==> src/hw/rtl/kbmc_pkg.sv <==
// ----------------------------------------------------------------------------
// kbmc_pkg: shared types and constants of the knob and button menu controller
// Holds event codes, menu state codes, limits and the item and result structs.
// ----------------------------------------------------------------------------
package kbmc_pkg;

  localparam logic [2:0] MODE_TICK  = 3'd0;
  localparam logic [2:0] MODE_ENC   = 3'd1;
  localparam logic [2:0] MODE_BTN   = 3'd2;
  localparam logic [2:0] MODE_STATE = 3'd3;
  localparam logic [2:0] MODE_LOAD  = 3'd4;

  localparam logic [3:0] ST_OFF       = 4'd0;
  localparam logic [3:0] ST_SET_TEMP  = 4'd1;
  localparam logic [3:0] ST_SET_TIME  = 4'd2;
  localparam logic [3:0] ST_SET_TIMER = 4'd3;
  localparam logic [3:0] ST_READY     = 4'd4;
  localparam logic [3:0] ST_HEATING   = 4'd5;
  localparam logic [3:0] ST_SOAKING   = 4'd6;
  localparam logic [3:0] ST_DONE      = 4'd7;
  localparam logic [3:0] ST_STOPPED   = 4'd8;
  localparam logic [3:0] ST_ERROR     = 4'd9;

  localparam logic CFG_DEBOUNCE   = 1'b0;
  localparam logic CFG_LONG_PRESS = 1'b1;

  localparam logic [7:0]  TEMP_MIN   = 8'd50;
  localparam logic [7:0]  TEMP_MAX   = 8'd200;
  localparam logic [7:0]  TEMP_RESET = 8'd100;
  localparam logic [11:0] SOAK_MAX   = 12'd3600;
  localparam logic [9:0]  DEBOUNCE_RESET   = 10'd50;
  localparam logic [13:0] LONG_PRESS_RESET = 14'd2000;
  localparam logic [15:0] SAT16 = 16'hFFFF;

  // Reciprocal of 60 scaled by 2^18, exact for every 12-bit soak time.
  localparam logic [12:0] RECIP_60 = 13'd4370;
  localparam logic [5:0]  SECS_PER_MIN = 6'd60;

  typedef struct packed {
    logic [2:0]  mode;
    logic [7:0]  enc_delta;
    logic        button_down;
    logic        soak_running;
    logic [3:0]  new_state;
    logic [7:0]  load_temp;
    logic [11:0] load_soak_seconds;
    logic        load_timer_enabled;
  } item_t;

  typedef struct packed {
    logic short_beep;
    logic long_beep;
    logic save_settings;
    logic start_heating;
    logic restart_soak;
    logic stop_heating;
  } pulses_t;

  typedef struct packed {
    logic [3:0]  ui_state;
    logic [7:0]  target_temp;
    logic [11:0] soak_seconds;
    logic        timer_enabled;
    pulses_t     pulses;
  } result_t;

endpackage

==> src/hw/rtl/kbmc_core.sv <==
// ----------------------------------------------------------------------------
// kbmc_core: menu state and event update
// Holds the settings, the press tracking and the configuration registers, and
// computes the result of one item from the current state.
// ----------------------------------------------------------------------------
module kbmc_core (
  input  logic             clk,
  input  logic             rst_n,
  input  logic             cfg_we,
  input  logic             cfg_index,
  input  logic [13:0]      cfg_wdata,
  input  logic             step,
  input  kbmc_pkg::item_t   item,
  output kbmc_pkg::result_t res
);
  import kbmc_pkg::*;

  logic [9:0]  debounce_r;
  logic [13:0] long_press_r;
  logic [3:0]  ui_mode_r, ui_mode_nxt;
  logic [7:0]  temp_r, temp_nxt;
  logic [11:0] soak_r, soak_nxt;
  logic        ten_r, ten_nxt;
  logic        press_r, press_nxt;
  logic [15:0] held_r, held_nxt;
  logic [15:0] since_r, since_nxt;
  logic        level_r, level_nxt;
  pulses_t     pulses;

  logic signed [9:0]  temp_sum;
  logic signed [13:0] soak_sum;
  logic               counts;

  assign temp_sum = $signed({2'b00, temp_r}) + $signed({{2{item.enc_delta[7]}}, item.enc_delta});
  assign soak_sum = $signed({2'b00, soak_r})
                  + $signed({{3{item.enc_delta[7]}}, item.enc_delta, 3'b000})
                  + $signed({{5{item.enc_delta[7]}}, item.enc_delta, 1'b0});
  assign counts = since_r > {6'd0, debounce_r};

  always_comb begin
    ui_mode_nxt = ui_mode_r;
    temp_nxt    = temp_r;
    soak_nxt    = soak_r;
    ten_nxt     = ten_r;
    press_nxt   = press_r;
    held_nxt    = held_r;
    since_nxt   = since_r;
    level_nxt   = level_r;
    pulses      = '0;
    case (item.mode)
      MODE_TICK: begin
        if (since_r != SAT16) since_nxt = since_r + 16'd1;
        if (press_r && held_r != SAT16) held_nxt = held_r + 16'd1;
        if (press_r && level_r && held_nxt > {2'b00, long_press_r}) begin
          pulses.long_beep = 1'b1;
          if (ui_mode_r == ST_READY || ui_mode_r == ST_HEATING || ui_mode_r == ST_SOAKING) begin
            ui_mode_nxt         = ST_STOPPED;
            pulses.stop_heating = 1'b1;
          end
          press_nxt = 1'b0;
        end
      end
      MODE_ENC: begin
        if (item.enc_delta != 8'd0) begin
          if (ui_mode_r == ST_SET_TEMP) begin
            if (temp_sum < $signed({2'b00, TEMP_MIN})) temp_nxt = TEMP_MIN;
            else if (temp_sum > $signed({2'b00, TEMP_MAX})) temp_nxt = TEMP_MAX;
            else temp_nxt = temp_sum[7:0];
          end else if (ui_mode_r == ST_SET_TIME) begin
            if (soak_sum < 14'sd0) soak_nxt = 12'd0;
            else if (soak_sum > $signed({2'b00, SOAK_MAX})) soak_nxt = SOAK_MAX;
            else soak_nxt = soak_sum[11:0];
          end else if (ui_mode_r == ST_SET_TIMER) begin
            ten_nxt = ~ten_r;
          end
        end
      end
      MODE_BTN: begin
        since_nxt = 16'd0;
        level_nxt = item.button_down;
        if (counts) begin
          if (item.button_down && !press_r) begin
            press_nxt = 1'b1;
            held_nxt  = 16'd0;
          end else if (!item.button_down && press_r) begin
            press_nxt         = 1'b0;
            pulses.short_beep = 1'b1;
            case (ui_mode_r)
              ST_OFF, ST_DONE, ST_STOPPED, ST_ERROR: ui_mode_nxt = ST_SET_TEMP;
              ST_SET_TEMP: ui_mode_nxt = ST_SET_TIME;
              ST_SET_TIME: ui_mode_nxt = ST_SET_TIMER;
              ST_SET_TIMER: begin
                pulses.save_settings = 1'b1;
                ui_mode_nxt          = ST_READY;
              end
              ST_READY: begin
                pulses.start_heating = 1'b1;
                ui_mode_nxt          = ST_HEATING;
              end
              ST_SOAKING: begin
                if (ten_r && item.soak_running) pulses.restart_soak = 1'b1;
              end
              default: begin
              end
            endcase
          end
        end
      end
      MODE_STATE: begin
        if (item.new_state <= ST_ERROR) ui_mode_nxt = item.new_state;
      end
      MODE_LOAD: begin
        if (item.load_temp < TEMP_MIN) temp_nxt = TEMP_MIN;
        else if (item.load_temp > TEMP_MAX) temp_nxt = TEMP_MAX;
        else temp_nxt = item.load_temp;
        if (item.load_soak_seconds > SOAK_MAX) soak_nxt = SOAK_MAX;
        else soak_nxt = item.load_soak_seconds;
        ten_nxt = item.load_timer_enabled;
      end
      default: begin
      end
    endcase
  end

  always_ff @(posedge clk) begin
    if (!rst_n) begin
      debounce_r   <= DEBOUNCE_RESET;
      long_press_r <= LONG_PRESS_RESET;
      ui_mode_r    <= ST_OFF;
      temp_r       <= TEMP_RESET;
      soak_r       <= 12'd0;
      ten_r        <= 1'b0;
      press_r      <= 1'b0;
      held_r       <= 16'd0;
      since_r      <= SAT16;
      level_r      <= 1'b0;
    end else begin
      if (cfg_we) begin
        case (cfg_index)
          CFG_DEBOUNCE:   debounce_r   <= cfg_wdata[9:0];
          CFG_LONG_PRESS: long_press_r <= cfg_wdata;
          default: begin
          end
        endcase
      end
      if (step) begin
        ui_mode_r <= ui_mode_nxt;
        temp_r    <= temp_nxt;
        soak_r    <= soak_nxt;
        ten_r     <= ten_nxt;
        press_r   <= press_nxt;
        held_r    <= held_nxt;
        since_r   <= since_nxt;
        level_r   <= level_nxt;
      end
    end
  end

  assign res.ui_state      = ui_mode_nxt;
  assign res.target_temp   = temp_nxt;
  assign res.soak_seconds  = soak_nxt;
  assign res.timer_enabled = ten_nxt;
  assign res.pulses        = pulses;

endmodule

==> src/hw/rtl/kbmc_out_stage.sv <==
// ----------------------------------------------------------------------------
// kbmc_out_stage: result register
// Holds one result until it is taken and splits the soak time into minutes
// and seconds for display.
// ----------------------------------------------------------------------------
module kbmc_out_stage (
  input  logic              clk,
  input  logic              rst_n,
  input  logic              load,
  input  kbmc_pkg::result_t res,
  input  logic              out_ready,
  output logic              out_valid,
  output logic [3:0]        out_ui_state,
  output logic [7:0]        out_target_temp,
  output logic [5:0]        out_soak_minutes,
  output logic [5:0]        out_soak_secs,
  output logic              out_timer_enabled,
  output logic              out_short_beep,
  output logic              out_long_beep,
  output logic              out_save_settings,
  output logic              out_start_heating,
  output logic              out_restart_soak,
  output logic              out_stop_heating
);
  import kbmc_pkg::*;

  logic    valid_r;
  result_t res_r;
  logic [24:0] prod;
  logic [5:0]  minutes;
  logic [11:0] min_times_60;

  always_ff @(posedge clk) begin
    if (!rst_n) begin
      valid_r <= 1'b0;
    end else if (load) begin
      valid_r <= 1'b1;
    end else if (out_ready) begin
      valid_r <= 1'b0;
    end
  end

  always_ff @(posedge clk) begin
    if (load) begin
      res_r <= res;
    end
  end

  assign prod         = 25'(res_r.soak_seconds * RECIP_60);
  assign minutes      = prod[23:18];
  assign min_times_60 = 12'(minutes * SECS_PER_MIN);

  assign out_valid         = valid_r;
  assign out_ui_state      = res_r.ui_state;
  assign out_target_temp   = res_r.target_temp;
  assign out_soak_minutes  = minutes;
  assign out_soak_secs     = 6'(res_r.soak_seconds - min_times_60);
  assign out_timer_enabled = res_r.timer_enabled;
  assign out_short_beep    = res_r.pulses.short_beep;
  assign out_long_beep     = res_r.pulses.long_beep;
  assign out_save_settings = res_r.pulses.save_settings;
  assign out_start_heating = res_r.pulses.start_heating;
  assign out_restart_soak  = res_r.pulses.restart_soak;
  assign out_stop_heating  = res_r.pulses.stop_heating;

endmodule

==> src/hw/rtl/knob_button_menu_controller.sv <==
// ----------------------------------------------------------------------------
// knob_button_menu_controller: front-panel menu controller of a heater
// Events from the tick source, the encoder, the button and the heater logic
// enter on the in_ channel; each item gives exactly one result on the out_
// channel with the menu state, the settings and the event pulses.
// Both channels use valid and ready. An accepted item is captured in the input
// register, is applied to the menu state as it moves into the result register,
// and shows on the out_ ports from there. One item per cycle is sustained
// while out_ready stays high; the single state update path from the input
// register to the result register sets that figure.
// If the receiver stalls, the result register holds its item and the input
// register takes one more; in_ready then drops until the result is taken.
// Reset clears both registers, restores the default settings and the
// configuration registers; the cfg_ port writes debounce and long press times
// at any edge with cfg_we high outside reset.
// ----------------------------------------------------------------------------
module knob_button_menu_controller (
  input  logic        clk,
  input  logic        rst_n,
  input  logic        cfg_we,
  input  logic        cfg_index,
  input  logic [13:0] cfg_wdata,
  input  logic        in_valid,
  output logic        in_ready,
  input  logic [2:0]  in_mode,
  input  logic [7:0]  in_enc_delta,
  input  logic        in_button_down,
  input  logic        in_soak_running,
  input  logic [3:0]  in_new_state,
  input  logic [7:0]  in_load_temp,
  input  logic [11:0] in_load_soak_seconds,
  input  logic        in_load_timer_enabled,
  output logic        out_valid,
  input  logic        out_ready,
  output logic [3:0]  out_ui_state,
  output logic [7:0]  out_target_temp,
  output logic [5:0]  out_soak_minutes,
  output logic [5:0]  out_soak_secs,
  output logic        out_timer_enabled,
  output logic        out_short_beep,
  output logic        out_long_beep,
  output logic        out_save_settings,
  output logic        out_start_heating,
  output logic        out_restart_soak,
  output logic        out_stop_heating
);
  import kbmc_pkg::*;

  logic    in_valid_r;
  item_t   item_r;
  result_t res;
  logic    advance;

  assign advance  = in_valid_r && (!out_valid || out_ready);
  assign in_ready = !in_valid_r || advance;

  always_ff @(posedge clk) begin
    if (!rst_n) begin
      in_valid_r <= 1'b0;
    end else if (in_ready) begin
      in_valid_r <= in_valid;
    end
  end

  always_ff @(posedge clk) begin
    if (in_valid && in_ready) begin
      item_r.mode               <= in_mode;
      item_r.enc_delta          <= in_enc_delta;
      item_r.button_down        <= in_button_down;
      item_r.soak_running       <= in_soak_running;
      item_r.new_state          <= in_new_state;
      item_r.load_temp          <= in_load_temp;
      item_r.load_soak_seconds  <= in_load_soak_seconds;
      item_r.load_timer_enabled <= in_load_timer_enabled;
    end
  end

  kbmc_core u_core (
    .clk       (clk),
    .rst_n     (rst_n),
    .cfg_we    (cfg_we),
    .cfg_index (cfg_index),
    .cfg_wdata (cfg_wdata),
    .step      (advance),
    .item      (item_r),
    .res       (res)
  );

  kbmc_out_stage u_out (
    .clk               (clk),
    .rst_n             (rst_n),
    .load              (advance),
    .res               (res),
    .out_ready         (out_ready),
    .out_valid         (out_valid),
    .out_ui_state      (out_ui_state),
    .out_target_temp   (out_target_temp),
    .out_soak_minutes  (out_soak_minutes),
    .out_soak_secs     (out_soak_secs),
    .out_timer_enabled (out_timer_enabled),
    .out_short_beep    (out_short_beep),
    .out_long_beep     (out_long_beep),
    .out_save_settings (out_save_settings),
    .out_start_heating (out_start_heating),
    .out_restart_soak  (out_restart_soak),
    .out_stop_heating  (out_stop_heating)
  );

endmodule
==> config.mk <==
export PLATFORM = sky130hd
export DESIGN_NAME = knob_button_menu_controller
export DESIGN_NICKNAME = d
export VERILOG_FILES = /design/src/hw/rtl/kbmc_pkg.sv /design/src/hw/rtl/kbmc_core.sv /design/src/hw/rtl/kbmc_out_stage.sv /design/src/hw/rtl/knob_button_menu_controller.sv
export SDC_FILE = /design/constraint.sdc
export NUM_CORES = 1
export LEC_CHECK = 0
export BUFFER_PORTS_ARGS = -buffer_cell sky130_fd_sc_hd__clkbuf_2
export CAP_MARGIN = 20
export CORE_MARGIN = 5
export CORE_UTILIZATION = 60
export DETAILED_ROUTE_END_ITERATION = 8
export PLACE_DENSITY = 0.82
export SLEW_MARGIN = 20
export SYNTH_ARGS = -nofsm -noshare
export SYNTH_HDL_FRONTEND = slang
export SYNTH_SLANG_ARGS = --single-unit
==> constraint.sdc <==
create_clock -name clk -period 6.9 [get_ports clk]
set_input_delay 1.38 -clock clk [delete_from_list [all_inputs] [get_ports clk]]
set_output_delay 1.38 -clock clk [all_outputs]
set_load 0.01 [all_outputs]
==> results of run 1 <==
## worst min-delay path: stages, from the launching register on
cell,delay [ns]
dfxtp_1,0.31
nand2_1,0.05
a21oi_1,0.05
## logic make-up after synthesis
family          Yosys count  synth area share [%]
mux                       1               0.09375
compound gates          330                 21.33
buf+inv                 139                 5.988
simple gates            361                 16.26
xor+xnor                 49                 4.019
flops                   154                 35.34
fa+ha+maj               135                 16.97
## metrics by stage
step / std cells / setup TNS [ns] / instance area, um2 / total power [mW]
after global placement: 1431 / 0 / 11110 / 1.844
after CTS: 1465 / 0 / 11760 / 2.861
after detailed placement: 1431 / 0 / 11110 / 1.884
final: 1469 / 0 / 11870 / 2.975
after global routing: 1469 / -0.08669 / 11870 / 3.135
after floorplan: 1169 / 0 / 10680 / 1.670
## power groups by stage
| stage | sequential (mW) | combinational (mW) | clock (mW) |
|---|---|---|---|
| after CTS | 1.04 | 0.855 | 0.966 |
| after global placement | 1.06 | 0.784 | 0 |
| after floorplan | 1.04 | 0.625 | 0 |
| after detailed placement | 1.06 | 0.823 | 0 |
| after global routing | 1.05 | 1.08 | 1.01 |
| final | 1.04 | 0.978 | 0.954 |
## layout make-up
type	count	share of cell area (%)
Inverter	83	2.624
Sequential cell	154	31.78
Timing Repair Buffer	99	4.363
Clock buffer	17	3.583
Clock inverter	15	1.486
Multi-Input combinational cell	876	53.79
Tap cell	225	2.371
## layer usage
layer | global-route usage, % | vias to the layer above
met5 | 0 | -
met4 | 10.31 | 0
met3 | 4.958 | 68
met2 | 46.10 | 329
met1 | 32.07 | 4344
li1 | - | 4360
## worst paths after layout
kind / cells past startpoint / startpoint / end / slack (ns)
worst max-delay path: 23 / u_out.res_r[14]$_DFFE_PP_ / out_soak_secs[5] / 0.11
worst min-delay path: 2 / u_core.long_press_r[12]$_SDFFE_PN0P_ / u_core.long_press_r[12]$_SDFFE_PN0P_ / 0.46
worst max register to register: 15 / u_core.press_r$_SDFFE_PN0P_ / u_out.out_ui_state[1]$_DFFE_PP_ / 2.71
worst min register to register: 2 / u_core.long_press_r[12]$_SDFFE_PN0P_ / u_core.long_press_r[12]$_SDFFE_PN0P_ / 0.46
## flip-flops by register name (all words and copies together) (netlist names), 4 cells and up
signal	cells
u_out.out_ui_state	4
u_core.temp_r	8
u_core.since_r	16
u_out.out_target_temp	8
u_core.debounce_r	10
u_core.soak_r	12
u_core.long_press_r	14
item_r	38
u_core.held_r	16
u_core.ui_mode_r	4
u_out.res_r	12
## cells in the final DEF, fill, tap and decap left out, drive strengths merged, types with 16 or more instances in the layout
master	instances
dfxtp	85
o21ai	75
inv	91
a21o	22
nand2	113
fa	17
or3	16
a21oi	87
xnor2	34
nor3	35
nor2	85
ha	116
o21a	16
a22oi	20
edfxtp	69
clkbuf	107
nand3	31
## timing repair
item,in CTS,in global routing
pin swaps,0,2
resized for setup,6,9
hold buffers,0,0
setup endpoints to repair,1,2
setup buffers,2,4
==> flow_summary.ini, run 1 <==
[run_status]
status = finished clean

[synthesis]
ys_seq_area_share_pct = 35.34
synth.cell_area_mm2 = 0.01068
synthTopCellsByArea = edfxtp_1, dfxtp_1, ha_1
synthArstFlopShare_pct = 0
syn_nets = 1360
synth.most_common_cell = ha_1
synth-edff-count = 69
yosysTopAreaCellShare_pct = 19.40
yosys.area.top_type = edfxtp_1
synth-main-ff-cell = dfxtp_1
yosysWarnings = 0
syn_inst = 1169
synth_cell_types = 91
avgSynthCellArea_um2 = 9.134
ys_seq_elements = 154
yosys-top-cells-count = ha_1, nand2_1, a21oi_1

[floorplan]
die_area_mm2 = 0.02056
chipWidth_um = 143.4
coreArea_mm2 = 0.01736
initial_core_util_pct = 61.52
io_pins = 91
rows = 48
die_h_um = 143.4

[global_route]
antenna_found_initial = 0
grt_first_pass_wirelength_um = 43610
grt.total_usage_pct = 26.32
grt_max_degree = 53
grt_pass1_vias = 9052
grt.overflow.total = 0

[critical_path]
max_stage_delay_ns = 0.52
path_cells = ha_1 -> inv_1 -> fa_1 -> inv_1 -> ha_1 -> ha_4 -> ha_4 -> a21o_1 -> a21o_1 -> a21oi_2 -> o21ai_0 -> a21o_1 -> buf_4 -> nor2_1 -> xnor2_1 -> ha_4 -> ha_4 -> inv_1 -> ha_4 -> a21oi_4 -> xnor2_2 -> xnor2_1 -> clkbuf_2
crit_type = reg -> out
cp_slowest_cell = fa_1
end_kind = primary output
path_max_fanout = 3
worst-endpoint-required_ns = 5.52
critPathBufInv = 5
crit_top_cell = ha_4
worstPathArrival_ns = 5.41
cp_top_family = adder cells
crit_path_start_kind = register

[placed_design]
io_buffers = 90
post-place-ws_ns = 0.2826
dp.final_hpwl_um = 18940
gp_congestion = 0.9014

[power]
pwr-share-clk_pct = 32.1
switchingPower_mw = 1.007
netSwitchingFraction_pct = 33.83
comb_power_share_pct = 32.9
ir_drop_v = 0.0006480
power_frac_seq_pct = 35.0
leakagePower_nw = 5.066
p_int_mw = 1.969
pwr_density_cell_mw_per_mm2 = 250.6

[job]
max_cap_violations = 0

[routing]
dr_total_vias = 9101
wl_um = 26610
wl_met1_um = 10780
drtAntennaViolNets = 0
dr.pass1.iters = 6
top_layer_used = met4
met2WireLength_um = 13390
drcViolationCount = 0
wl_per_cell_um = 18.12
drtIter0Drc = 766
dr_wl_met3_um = 1576
viasPerCell = 6.195

[timing]
tightest_slew_ns = 1.057
setup_ws_ns = 0.1101
fin_crit_sh_pct = 98.40
period_needed_ns = 6.790
max_freq_mhz = 147.3
whs_ns = 0.4550
finalSetupViolCount = 0
slew-limit-headroom_pct = 29.42
final_max_slew_viol_count = 0
hold_viol_final = 0
clock_skew_ns = 0.01885

[cells_and_area]
n_fill_cell = 1315
antennaDiodeCount = 0
multi_input_area_mm2 = 0.006386
nets = 1422
regArea_mm2 = 0.003774
syn_to_final_growth_pct = 11.19
utilization_pct = 68.40
drive_gt1_share_pct = 15.19

[hold_path]
hp-class = reg -> reg

[clock_tree]
path_clk_slew_ns = 0.08
cts_max_path_buffers = 2
clkLatencyLatePin_ns = 0.45
htree_levels = 4
cts-root-buf = clkbuf_16
cts_tree = yes
cts.sinks = 154
cts_made_buffers = 17
Note: power is estimated with default switching activity, not from simulation.
==> inputs of run 2 (changes only) <==
--- a/config.mk
+++ b/config.mk
@@ -8,9 +8,9 @@
 export BUFFER_PORTS_ARGS = -buffer_cell sky130_fd_sc_hd__clkbuf_2
 export CAP_MARGIN = 20
 export CORE_MARGIN = 5
-export CORE_UTILIZATION = 60
+export CORE_UTILIZATION = 36
 export DETAILED_ROUTE_END_ITERATION = 8
-export PLACE_DENSITY = 0.82
+export PLACE_DENSITY = 0.55
 export SLEW_MARGIN = 20
 export SYNTH_ARGS = -nofsm -noshare
 export SYNTH_HDL_FRONTEND = slang
==> run 2 against run 1 <==
  * Final area is 1.2% higher
  * Worst hold slack about the same
  * Routed wire length up 3.5%
  * Clock power down 2%
  * Core utilization is 28 points lower
  * Largest cell class unchanged
  * Non-clock buffer count stayed put
  * Global-route usage fell by 9.6 points
  * Combinational power fell by 9.2%
  * First-iteration DRC count fell by 40%
  * Flip-flop and latch count is the same
  * Critical path depth fell by 1
  * Via count shrank 4.0%
==> flow_summary.ini, run 2 (synthesis results as in run 1) <==
[run_status]
status = finished clean

[cells_and_area]
utilization_pct = 40.74
largest_reg_flops = 38
top_register = item_r
final_common_cell = nand2_1
postLayoutCellArea_mm2 = 0.01201
final_cell_mix = nand2_1, ha_1, clkbuf_2
nets = 1422
syn_to_final_growth_pct = 12.49
antennaDiodeCount = 0
n_fill_cell = 2989
drive_gt1_share_pct = 14.71
reg_top3 = item_r x38, u_core.held_r x16, u_core.since_r x16

[global_route]
grt_pass1_vias = 8453
grt.overflow.total = 0
antenna_found_initial = 0
grt_max_degree = 51
grt.total_usage_pct = 16.71
grt_first_pass_wirelength_um = 44780

[timing]
max_freq_mhz = 152.0
slew-limit-headroom_pct = 31.12
period_needed_ns = 6.580
finalSetupViolCount = 0
fin_crit_sh_pct = 95.36
clock_skew_ns = 0.01841
final_max_slew_viol_count = 0
hold_viol_final = 0
tightest_slew_ns = 1.033
final.setup.tns_ns = 0
rsz0062_at_grt = no

[placed_design]
gp_congestion = 0.8825
place_area_mm2 = 0.01132
dp.final_hpwl_um = 20560
io_buffers = 90

[routing]
dr.pass1.iters = 5
drtIter0Drc = 457
wl_um = 27540
drcViolationCount = 0
dr_total_vias = 8739
drtAntennaViolNets = 0
viasPerCell = 5.348
wl_per_cell_um = 16.85

[clock_tree]
cts.sinks = 154
cts_made_buffers = 17
clkLatencyLatePin_ns = 0.44
cts_tree = yes
htree_levels = 4
hold_buffers = 0
cts-root-buf = clkbuf_16
cts_max_path_buffers = 2
path_clk_slew_ns = 0.06

[floorplan]
die_h_um = 182.2
chipWidth_um = 182.2
io_pins = 91
rows = 63
coreArea_mm2 = 0.02948
die_area_mm2 = 0.03320
initial_core_util_pct = 36.22

[critical_path]
critPathBufInv = 4
path_max_fanout = 2
worst-endpoint-required_ns = 5.52
path_cells = ha_1 -> inv_1 -> fa_1 -> inv_1 -> ha_1 -> ha_1 -> ha_1 -> a21o_1 -> a21o_1 -> a21oi_2 -> a21boi_4 -> nand2b_4 -> a21oi_2 -> ha_1 -> ha_4 -> ha_4 -> inv_2 -> ha_4 -> a21oi_2 -> xnor2_1 -> xnor2_1 -> buf_2
cp_top_family = adder cells
cp_slowest_cell = fa_1
crit_path_start_kind = register
crit_type = reg -> out
worstSetupStartpoint = u_out.res_r[10]$_DFFE_PP_
end_kind = primary output
max_stage_delay_ns = 0.51
worstPathArrival_ns = 5.20
crit_top_cell = ha_1
timing.rr.start = u_core.press_r$_SDFFE_PN0P_

[power]
power_mw = 2.869
pwr_density_cell_mw_per_mm2 = 238.9
leakagePower_nw = 5.037
ir_drop_v = 0.0001663

[job]
max_cap_violations = 0

[hold_path]
hp-start = u_core.long_press_r[12]$_SDFFE_PN0P_
hp-class = reg -> reg
==> run 2: cell types whose count changed in the layout (fill, tap and decap cells not counted), moves of 2 or more <==
cell        previous run  this run
ha_1                 110       112
clkinv_1               0         3
clkinvlp_4             1         4
xnor2_2                2         0
ha_4                   6         4
xnor2_1               32        34
clkinv_8               2         0
inv_8                  4         0
==> run 2: worst min-delay path, cell delays in order (launching register included) <==
cell,delay (ns)
dfxtp_1,0.31
nand2_1,0.05
a21oi_1,0.05
==> run 2: routing by layer <==
| layer | vias up | track usage, % | part of all wire [%] |
|---|---|---|---|
| li1 | 4367 | - | - |
| met1 | 4148 | 22.07 | 46 |
| met2 | 200 | 28.63 | 49 |
| met3 | 24 | 3.010 | 4.2 |
| met4 | 0 | 3.753 | 1.2 |
| met5 | - | 0 | 0 |
==> run 2: where the power goes <==
group / internal, mW / total (mW) / switching (mW)
sequential: 0.999 / 1.04 / 0.0441
combinational: 0.409 / 0.888 / 0.479
clock: 0.533 / 0.937 / 0.405
==> run 2: what timing repair did <==
action / CTS / global route
endpoints found under the setup margin: 1 / 1
pin swaps: 0 / 3
gates resized for setup: 1 / 12
buffers inserted: 2 / 3
==> run 2: final timing paths <==
path | to | slack, ns | depth (start not counted)
setup reg to reg | u_out.out_ui_state[1]$_DFFE_PP_ | 2.79 | 15
hold reg to reg | u_core.long_press_r[12]$_SDFFE_PN0P_ | 0.46 | 2
hold / removal | u_core.long_press_r[12]$_SDFFE_PN0P_ | 0.46 | 2
setup / recovery | out_soak_secs[5] | 0.32 | 22
==> run 2: cell type report <==
class,instances,area (um2),share of cell area [%]
repair buffers,99,518.0,4.313
inverters,83,311.5,2.594
clock inverters,14,145.1,1.208
clock buffers,18,429.2,3.573
flip-flops and latches,154,3774,31.42
well taps,390,488.0,4.063
multi-input cells,876,6346,52.83
==> run 2: per-stage QoR <==
| stage | cells | setup slack (ns) | hold WS (ns) |
|---|---|---|---|
| 3_3_place_gp | 1597 | 0.4264 | 0.4442 |
| 2_1_floorplan | 1169 | 0.6566 | 0.4363 |
| 5_1_grt | 1634 | 0.02112 | 0.4863 |
| 6_report | 1634 | 0.3204 | 0.4555 |
| 3_5_place_dp | 1597 | 0.3766 | 0.4501 |
| 4_1_cts | 1631 | 0.003838 | 0.4593 |
==> inputs of run 3 (changes only) <==
--- a/config.mk
+++ b/config.mk
@@ -7,9 +7,9 @@
 export LEC_CHECK = 0
 export BUFFER_PORTS_ARGS = -buffer_cell sky130_fd_sc_hd__clkbuf_2
 export CAP_MARGIN = 20
-export CORE_MARGIN = 5
 export CORE_UTILIZATION = 36
 export DETAILED_ROUTE_END_ITERATION = 8
+export HOLD_SLACK_MARGIN = 0.03
 export PLACE_DENSITY = 0.55
 export SLEW_MARGIN = 20
 export SYNTH_ARGS = -nofsm -noshare
==> run 3 against run 2 <==
  * Combinational power decreased by 0.7%
  * Largest cell class unchanged
  * Highest routed layer unchanged
  * First-iteration DRC count increased by 10%
  * Critical path depth shrank 1
  * Worst setup slack got worse by 0.036 ns
  * Via count decreased by 1.3%
  * Clock power up 1%
  * Sequential power barely moved
  * Register-to-register slack got worse by 0.09 ns
  * Count of clock-buffer cells in the layout down 1
  * Final cell count fell by 0.12%
==> flow_summary.ini, run 3 (synthesis results as in run 1) <==
[routing]
drtAntennaViolNets = 0
wl_um = 27380
viasPerCell = 5.287
wl_per_cell_um = 16.78
drcViolationCount = 0
dr.pass1.iters = 7
dr_total_vias = 8629
drtIter0Drc = 504

[timing]
rsz0062_at_grt = no
fin_crit_sh_pct = 95.89
final.setup.tns_ns = 0
slew-limit-headroom_pct = 28.82
tightest_slew_ns = 1.068
period_needed_ns = 6.616
max_freq_mhz = 151.1
finalSetupViolCount = 0
clock_skew_ns = 0.01525
hold_viol_final = 0
final_max_slew_viol_count = 0
whs_ns = 0.4603

[power]
ir_drop_v = 0.0001687
leakagePower_nw = 5.088
pwr_density_cell_mw_per_mm2 = 238.4

[cells_and_area]
antennaDiodeCount = 0
reg_top3 = item_r x38, u_core.held_r x16, u_core.since_r x16
nets = 1426
final_common_cell = nand2_1
top_register = item_r
largest_reg_flops = 38
syn_to_final_growth_pct = 13.01
drive_gt1_share_pct = 15.38
utilization_pct = 41.70
final_cell_mix = nand2_1, ha_1, clkbuf_2

[critical_path]
worst-endpoint-required_ns = 5.52
max_stage_delay_ns = 0.50
worstSetupStartpoint = u_out.res_r[8]$_DFFE_PP_
timing.rr.start = u_core.press_r$_SDFFE_PN0P_
end_kind = primary output
r2r_cells = 15
crit_type = reg -> out
rrSetupSlack_ns = 2.70
crit_top_cell = ha_1
path_max_fanout = 3
r2r-end = u_out.out_ui_state[1]$_DFFE_PP_
worstPathArrival_ns = 5.24
crit_path_start_kind = register
path_cells = ha_1 -> inv_1 -> fa_1 -> inv_1 -> ha_1 -> ha_1 -> ha_1 -> nand4_1 -> o211ai_1 -> a21boi_4 -> nand2b_1 -> a21oi_2 -> ha_4 -> ha_4 -> ha_4 -> inv_1 -> ha_1 -> a21oi_2 -> xnor2_1 -> xnor2_1 -> buf_2
cp_slowest_cell = fa_1

[floorplan]
coreArea_mm2 = 0.02894
rows = 62
initial_core_util_pct = 36.90
chipWidth_um = 174.2
die_h_um = 174.2
io_pins = 91
die_area_mm2 = 0.03035

[hold_path]
min_path_cells = 2
hp-start = u_core.long_press_r[12]$_SDFFE_PN0P_
min_to = u_core.long_press_r[12]$_SDFFE_PN0P_
hp-class = reg -> reg

[global_route]
grt.overflow.total = 0
grt.total_usage_pct = 18.37
grt_max_degree = 51
antenna_found_initial = 0
grt_first_pass_wirelength_um = 44040
grt_pass1_vias = 8449

[clock_tree]
cts_tree = yes
cts-root-buf = clkbuf_16
cts_made_buffers = 17
htree_levels = 4
cts_max_path_buffers = 2
cts.sinks = 154
clkLatencyLatePin_ns = 0.44
path_clk_slew_ns = 0.07

[run_status]
status = finished clean

[placed_design]
io_buffers = 90
dp.final_hpwl_um = 20430
gp_congestion = 0.8745

[job]
max_cap_violations = 0
run 3: cell types whose count changed in the layout (fill, tap and decap cells not counted), moves of 2 or more:
cell	change
clkinv_1	-3
xnor2_2	+2
clkinv_8	+3
inv_8	+4
buf_4	+4
xnor2_1	-2
clkinvlp_4	-4
bufinv_16	-2
run 3: metrics by stage:
stage	cells	area [um2]	power (mW)	setup WS [ns]
after floorplan	1169	10680	1.670	0.6566
after global placement	1591	11310	1.868	0.4234
after detailed placement	1591	11310	1.875	0.3270
after CTS	1625	11930	2.842	0.01400
after global routing	1632	12070	3.056	0.003700
final	1632	12070	2.876	0.2839
run 3: critical path, delay by kind of cell (launching register included):
family | cells | cell delay [ns]
AO/OA/AOI/OAI | 4 | 0.78
adder cells (fa/ha/maj) | 9 | 2.75
AND/OR/NAND/NOR | 2 | 0.27
buffers and inverters | 4 | 0.29
flip-flops | 1 | 0.43
XOR/XNOR | 2 | 0.27
run 3: per-layer routing:
layer	up-vias	global-route usage, %	share of wire [%]
li1	4373	-	-
met1	4044	23.96	47
met2	187	31.03	48
met3	25	3.303	4.4
met4	0	4.971	1.3
met5	-	0	0
run 3: power by group:
group | switching, mW | internal [mW] | leakage [nW]
combinational | 0.474 | 0.408 | 3.44
sequential | 0.0447 | 0.999 | 1.36
clock | 0.461 | 0.490 | 0.292
run 3: area by class of cell:
class | count | area [um2]
clock buffer | 17 | 425.4
fill | 2844 | 16870
sequential | 154 | 3774
inverter | 83 | 311.5
clock inverter | 15 | 171.4
multi-input combinational | 876 | 6356
tap | 384 | 480.5
timing repair buffer | 103 | 548.0
run 3: worst max-delay path by stage:
stage                  endpoint  slack (ns)  cells after the start
4_1_cts        out_soak_secs[5]        0.01                     22
5_1_grt        out_soak_secs[5]       0.004                     22
2_1_floorplan  out_soak_secs[5]        0.66                     21
3_3_place_gp   out_soak_secs[5]        0.42                     22
3_5_place_dp   out_soak_secs[5]        0.33                     22
6_report       out_soak_secs[5]        0.28                     21
run 3: timing repair:
action	CTS	global route
hold endpoints to repair	0	0
setup endpoints to repair	1	1
pin swaps	0	4
hold buffers	0	0
gates resized for setup	3	11
setup buffers	2	7
